==> config.mk <==
export PLATFORM = sky130hd
export DESIGN_NAME = bfdh_hash
export DESIGN_NICKNAME = d
export VERILOG_FILES = /design/src/design/bfdh_pkg.sv /design/src/design/bfdh_hash.sv
export VERILOG_INCLUDE_DIRS = /design/src /design/src/design
export SDC_FILE = /design/constraint.sdc
export NUM_CORES = 2
export LEC_CHECK = 0
export BUFFER_PORTS_ARGS = -buffer_cell sky130_fd_sc_hd__buf_2
export CORE_AREA = 5 5 308 310
export DETAILED_ROUTE_END_ITERATION = 6
export DIE_AREA = 0 0 313 315
export GPL_TIMING_DRIVEN = 0
export SYNTH_ARGS = -nofsm -noshare
export SYNTH_HDL_FRONTEND = slang
export SYNTH_SLANG_ARGS = --single-unit
==> constraint.sdc <==
create_clock -name clock -period 15.3 [get_ports clock]
set_clock_uncertainty 0.2 [all_clocks]
set_input_delay 2.295 -clock clock [delete_from_list [all_inputs] [get_ports clock]]
set_output_delay 2.295 -clock clock [all_outputs]
set_load 0.02 [all_outputs]
==> src/design/bloom_filter_double_hash_core_macros.svh <==
// assertion macros shared by the bloom filter design files
// no dependencies
`ifndef BLOOM_FILTER_DOUBLE_HASH_CORE_MACROS_SVH
`define BLOOM_FILTER_DOUBLE_HASH_CORE_MACROS_SVH
// implication checked on every clock edge outside reset
`define BF_ASSERT_IMP(label, clk, rst, ante, cons, msg) \
   label: assert property (@(posedge clk) disable iff (rst) (ante) |-> (cons)) else $error(msg);
// implication whose consequent is checked in the cycle after the antecedent
`define BF_ASSERT_NEXT(label, clk, rst, ante, cons, msg) \
   label: assert property (@(posedge clk) disable iff (rst) (ante) |=> (cons)) else $error(msg);
`endif

==> src/design/bfdh_pkg.sv <==
// shared types and constants for the bloom filter core
// no dependencies
package bfdh_pkg;
   localparam int MAX_BITS_DEF = 65536;
   localparam int MAX_HASHES_DEF = 16;
   localparam int MAX_KEY_BYTES_DEF = 8;
   localparam logic [31:0] SEED_A = 32'd123456789;
   localparam logic [31:0] SEED_B = 32'd987654321;
   localparam logic [31:0] XP1 = 32'd2654435761;
   localparam logic [31:0] XP2 = 32'd2246822519;
   localparam logic [31:0] XP3 = 32'd3266489917;
   localparam logic [31:0] XP4 = 32'd668265263;
   localparam logic [31:0] XP5 = 32'd374761393;
   localparam logic [1:0] REG_NUM_HASHES = 2'd0;
   localparam logic [1:0] REG_NUM_BITS = 2'd1;
   localparam logic [1:0] REG_KEY_LENGTH = 2'd2;
   localparam logic OP_INSERT = 1'b0;
   localparam logic OP_QUERY = 1'b1;

   typedef enum logic [2:0] {
      ST_CLEAR, ST_IDLE, ST_HASH, ST_MOD, ST_PROBE, ST_DONE
   } state_type;

   typedef enum logic [2:0] {
      HS_INIT, HS_WORD_ADD, HS_WORD_ROT, HS_BYTE_ADD, HS_BYTE_ROT,
      HS_FIN_A, HS_FIN_B, HS_DONE
   } hash_state_type;

   typedef struct packed {
      logic start;
      logic busy;
      logic done;
   } hash_ctl_type;

   function automatic logic [31:0] rotl(input logic [31:0] x, input logic [4:0] r);
      rotl = (x << r) | (x >> (6'd32 - {1'b0, r}));
   endfunction
endpackage

==> src/design/bfdh_hash.sv <==
// iterative xxhash32 over up to eight key bytes, both seeds in parallel
// depends on bfdh_pkg and the shared macro header
`include "bloom_filter_double_hash_core_macros.svh"
module bfdh_hash (
   input  logic                clock,
   input  logic                reset,
   input  logic                start,
   input  logic [63:0]         key,
   input  logic [3:0]          len,
   output bfdh_pkg::hash_ctl_type ctl,
   output logic [31:0]         h1,
   output logic [31:0]         h2
);
   bfdh_pkg::hash_state_type state_ff, state_in;
   logic [31:0] ha_ff, ha_in, hb_ff, hb_in;
   logic [3:0]  pos_ff, pos_in;
   logic [31:0] word, byte_v, mul_a_src, mul_b_src, mul_k, pa, pb;

   always_comb begin
      word = key[{pos_ff[2], 5'd0} +: 32];
      byte_v = {24'd0, key[{pos_ff[2:0], 3'd0} +: 8]};
   end

   // one multiply pair per step, operand chosen by the step
   always_comb begin
      mul_a_src = ha_ff;
      mul_b_src = hb_ff;
      mul_k = bfdh_pkg::XP4;
      case (state_ff)
         bfdh_pkg::HS_WORD_ADD: begin
            mul_a_src = word;
            mul_b_src = word;
            mul_k = bfdh_pkg::XP3;
         end
         bfdh_pkg::HS_WORD_ROT: begin
            mul_a_src = bfdh_pkg::rotl(ha_ff, 5'd17);
            mul_b_src = bfdh_pkg::rotl(hb_ff, 5'd17);
            mul_k = bfdh_pkg::XP4;
         end
         bfdh_pkg::HS_BYTE_ADD: begin
            mul_a_src = byte_v;
            mul_b_src = byte_v;
            mul_k = bfdh_pkg::XP5;
         end
         bfdh_pkg::HS_BYTE_ROT: begin
            mul_a_src = bfdh_pkg::rotl(ha_ff, 5'd11);
            mul_b_src = bfdh_pkg::rotl(hb_ff, 5'd11);
            mul_k = bfdh_pkg::XP1;
         end
         bfdh_pkg::HS_FIN_A: begin
            mul_a_src = ha_ff ^ (ha_ff >> 15);
            mul_b_src = hb_ff ^ (hb_ff >> 15);
            mul_k = bfdh_pkg::XP2;
         end
         bfdh_pkg::HS_FIN_B: begin
            mul_a_src = ha_ff ^ (ha_ff >> 13);
            mul_b_src = hb_ff ^ (hb_ff >> 13);
            mul_k = bfdh_pkg::XP3;
         end
         default: begin
            mul_k = bfdh_pkg::XP4;
         end
      endcase
      pa = mul_a_src * mul_k;
      pb = mul_b_src * mul_k;
   end

   always_comb begin
      state_in = state_ff;
      case (state_ff)
         bfdh_pkg::HS_INIT: begin
            if (start) begin
               state_in = (len >= 4'd4) ? bfdh_pkg::HS_WORD_ADD
                        : (len != 4'd0) ? bfdh_pkg::HS_BYTE_ADD : bfdh_pkg::HS_FIN_A;
            end
         end
         bfdh_pkg::HS_WORD_ADD: state_in = bfdh_pkg::HS_WORD_ROT;
         bfdh_pkg::HS_WORD_ROT: begin
            state_in = (pos_ff + 4'd4 <= len) ? bfdh_pkg::HS_WORD_ADD
                     : (pos_ff < len) ? bfdh_pkg::HS_BYTE_ADD : bfdh_pkg::HS_FIN_A;
         end
         bfdh_pkg::HS_BYTE_ADD: state_in = bfdh_pkg::HS_BYTE_ROT;
         bfdh_pkg::HS_BYTE_ROT: begin
            state_in = (pos_ff < len) ? bfdh_pkg::HS_BYTE_ADD : bfdh_pkg::HS_FIN_A;
         end
         bfdh_pkg::HS_FIN_A: state_in = bfdh_pkg::HS_FIN_B;
         bfdh_pkg::HS_FIN_B: state_in = bfdh_pkg::HS_DONE;
         bfdh_pkg::HS_DONE: state_in = bfdh_pkg::HS_INIT;
         default: state_in = bfdh_pkg::HS_INIT;
      endcase
   end

   always_comb begin
      ha_in = ha_ff;
      hb_in = hb_ff;
      pos_in = pos_ff;
      case (state_ff)
         bfdh_pkg::HS_INIT: begin
            ha_in = bfdh_pkg::SEED_A + bfdh_pkg::XP5 + {28'd0, len};
            hb_in = bfdh_pkg::SEED_B + bfdh_pkg::XP5 + {28'd0, len};
            pos_in = 4'd0;
         end
         bfdh_pkg::HS_WORD_ADD: begin
            ha_in = ha_ff + pa;
            hb_in = hb_ff + pb;
            pos_in = pos_ff + 4'd4;
         end
         bfdh_pkg::HS_BYTE_ADD: begin
            ha_in = ha_ff + pa;
            hb_in = hb_ff + pb;
            pos_in = pos_ff + 4'd1;
         end
         bfdh_pkg::HS_WORD_ROT, bfdh_pkg::HS_BYTE_ROT, bfdh_pkg::HS_FIN_A: begin
            ha_in = pa;
            hb_in = pb;
         end
         bfdh_pkg::HS_FIN_B: begin
            ha_in = pa ^ (pa >> 16);
            hb_in = pb ^ (pb >> 16);
         end
         default: begin
            ha_in = ha_ff;
         end
      endcase
   end

   always_ff @(posedge clock) begin
      if (reset) begin
         state_ff <= bfdh_pkg::HS_INIT;
      end else begin
         state_ff <= state_in;
      end
      ha_ff <= ha_in;
      hb_ff <= hb_in;
      pos_ff <= pos_in;
   end

   always_comb begin
      ctl.start = start && (state_ff == bfdh_pkg::HS_INIT);
      ctl.busy = (state_ff != bfdh_pkg::HS_INIT);
      ctl.done = (state_ff == bfdh_pkg::HS_DONE);
   end
   assign h1 = ha_ff;
   assign h2 = hb_ff;

   `BF_ASSERT_IMP(a_pos_in_range, clock, reset, ctl.busy, pos_ff <= 4'd8,
      "hash byte position overran the key")
   `BF_ASSERT_NEXT(a_done_one_cycle, clock, reset, ctl.done, !ctl.done,
      "hash done held longer than one cycle")
   `BF_ASSERT_NEXT(a_start_busy, clock, reset, ctl.start, ctl.busy,
      "hash did not start")
endmodule

==> impl_results.md <==
- Root Driver: clkbuf_16
- CTS tree: yes
- Filler cell count: 9304
- H-tree levels: 3
- Max-cap violations: 5
- Die width: ~310 µm
- Post-synth EDFFs: a little under 70
- Cell family with most CP delay: compound AO/OA/AOI/OAI gates
- Final Cycle Share: a little over nine tenths
- Placed insts: between 6000 and 7000
- Port Buffers: 137
- CP Class: input pin to flip-flop
- Final cell count without fillers: 6085
- Hold_buf cts: 0
- Share of cells above drive strength 1: ~6.6%
- Final antenna-violating net count: 0
- Synth async-reset ratio: 0%
- DRT Pass-1 Iters: 7
- Routability cong.: ~1.1
- Area Overhead vs Synth: 6.42%
- Setup Viol. Count Final: 0
- Post-DP HPWL: between 150000 and 200000 µm
- Routed WL: 222000 µm
- Worst path bufs/invs: 9
- Total core area: about 90000 µm²
- Tightest Pin Transition: 1590 ps
- Worst-skew pair later-pin latency: around 380 ps
- CP max FO: 11
- Cell variety after synth: 106
- Area after DPL: ~43000 µm²
- Peak Freq: 0.0664 GHz
- Slowest cell on crit path: nor2_1
- Unrepaired setup endpoints after global routing: false
- Post-Synthesis Cells: between 4000 and 5000
- Synth warn: 0
- Setup TNS Final: 0 ps
- Status: finished, violations left
- Fin crit period: ~15000 ps
- Final max-slew violation count: 32
- Die height: around 320 µm
- DR iter-0 viols: roughly 5800
- Crit path launch type: input pin
- First-pass GRT wire length: about 300000 µm
- CP Capture Type: flip-flop
- GRT Resource Usage Total: 44.3%
- Arr. time, crit path: 14960 ps
- Synthesized area: 40800 µm²
- Routed vias/inst: approximately 6.2
- Seq/Total Area, Yosys: under 10%
- HP Class: flip-flop to flip-flop
- Largest net degree at the start of global routing: 36
- Final Instance Area: around 43000 µm²
- Drc violations: 0
- Layout Nets: a little over 6000
- Die area: a little under 100000 µm²
- I/O pins: about 140
- Crit path largest cell delay: about 940 ps
- Total grt overflow: 0
- Final Util: 47.5%
- Failing checks: max-capacitance violations, max-slew violations
- Post-synthesis sequential element count: 71
- Register cell area after layout: roughly 2100 µm²
- Initial Utilization: between 40 and 50%
- Vias in the first global route: ~38000
- CTS buffer count: 9
- Row cnt: 111
- TritonCTS sink count: 71
- Slew margin rel.: -6.73%
- Vias: 37900
- Clock transition at path regs: roughly 60 ps
- Mapped Nets: 5938
- Multi-input gate area: 33900 µm²
- Avg Cell Area, Syn: 8.63 µm²
- Primary FF master, synth: edfxtp_1
- CTS Buffer Depth: 2
- Hold violation count in the final report: 0
- Initial antenna violation count: 12
- Required @ worst endpoint: 15190 ps
- Post-detailed-route wirelength per cell: about 37 µm
-- cell families (layout without fill, tap and decap cells) --
kind of cell               count (synthesis)  in the layout  synth area share [%]
adders and majority gates               1135           1135                  49.7
xor gates and xnor gates                 257            257                  5.76
buffers and inverters                   1240           1402                  11.9
muxes                                     90             90                  2.76
DFF                                       71             71                  5.15
other                                      0              5                     0
and+or+nand+nor                         1215           1215                  13.0
AOI/OAI and AO/OA                        724            724                  11.8
-- tightest hold or removal path: stages (launching register included) --
cell      delay [ps]
edfxtp_1         410
xor2_1            90
nor2_1            90
-- final timing paths --
kind / startpoint / to / slack, ps / cells past startpoint
max: key[18] / h1[31]$_DFFE_PP_ / 230 / 42
min: pos_ff[3]$_DFFE_PP_ / pos_ff[3]$_DFFE_PP_ / 510 / 2
max reg2reg: state_ff[0]$_SDFFE_PP0P_ / h1[31]$_DFFE_PP_ / 310 / 44
min reg2reg: pos_ff[3]$_DFFE_PP_ / pos_ff[3]$_DFFE_PP_ / 510 / 2
-- cell usage after synthesis, drive strengths merged (7+ instances only) --
master / instances / area share (%)
a211o: 8 / 0.17
o2111ai: 9 / 0.21
a211oi: 30 / 0.55
edfxtp: 68 / 5.0
nand3: 47 / 0.60
and2: 41 / 0.63
a21boi: 13 / 0.25
a21oi: 172 / 2.1
nand2: 513 / 4.7
a21o: 58 / 1.1
o221ai: 16 / 0.34
a2bb2oi: 10 / 0.21
a221oi: 19 / 0.42
buf: 81 / 1.2
o21bai: 21 / 0.39
xnor2: 177 / 3.8
clkbuf: 136 / 1.3
mux2i: 54 / 1.3
and3: 22 / 0.34
o21a: 33 / 0.61
nand2b: 39 / 0.60
xor2: 74 / 1.6
fa: 810 / 40
o22ai: 32 / 0.51
nor2: 409 / 3.8
o32ai: 8 / 0.24
a221o: 7 / 0.17
o31ai: 17 / 0.32
mux2: 20 / 0.55
a22oi: 24 / 0.44
nand3b: 13 / 0.25
nand4: 11 / 0.17
o211ai: 15 / 0.28
o21ai: 165 / 2.0
nor2b: 26 / 0.40
mux4: 16 / 0.88
or3: 15 / 0.23
a31oi: 14 / 0.21
ha: 325 / 10
or2: 20 / 0.31
nor3: 38 / 0.49
inv: 1020 / 9.4
-- timing repair --
item / CTS / global route
setup buffers: 0 / 0
endpoints found under the setup margin: 0 / 1
gates resized for setup: 0 / 4
-- cells in the final DEF (no fill, tap or decap), drive strengths merged, types with 39 or more instances in the layout --
| cell | synthesis | layout |
|---|---|---|
| xor2 | 74 | 74 |
| and2 | 41 | 41 |
| a21o | 58 | 58 |
| fa | 810 | 810 |
| ha | 325 | 325 |
| o21ai | 165 | 165 |
| a21oi | 172 | 172 |
| edfxtp | 68 | 68 |
| mux2i | 54 | 54 |
| buf | 81 | 227 |
| nand3 | 47 | 47 |
| xnor2 | 177 | 177 |
| inv | 1020 | 1020 |
| nand2 | 513 | 513 |
| nor2 | 409 | 409 |
| clkbuf | 136 | 152 |
| nand2b | 39 | 39 |
-- sequential cells by signal (all words and copies together), names as in the netlist --
name      flops
state_ff      3
h1           32
h2           32
pos_ff        4
-- metrics by stage --
step | setup slack [ps] | hold WS (ps)
2_1_floorplan | 3070 | 424
3_3_place_gp | -20.1 | 457
3_5_place_dp | 50.0 | 494
4_1_cts | 354 | 513
5_1_grt | 29.9 | 532
6_report | 231 | 513
-- layout make-up --
| type | count | area share, % |
|---|---|---|
| multi-input combinational | 3421 | 78.1 |
| inverter | 1023 | 8.84 |
| sequential | 71 | 4.84 |
| tap | 1186 | 3.42 |
| buffer | 217 | 2.33 |
| timing repair buffer | 146 | 1.83 |
| clock buffer | 16 | 0.648 |
| antenna | 5 | 0.0288 |
-- metal layers --
| layer | up-vias | global-route usage [%] | share of wire (%) |
|---|---|---|---|
| met5 | - | 0 | 0.0059 |
| li1 | 15200 | - | - |
| met2 | 3002 | 60.2 | 38 |
| met1 | 19200 | 61.0 | 40 |
| met4 | 2 | 16.0 | 4.8 |
| met3 | 517 | 21.9 | 17 |
Power is left out: the tool's default activity adds up to more than one toggle a clock period on the data nets, which glitch-free logic cannot reach.
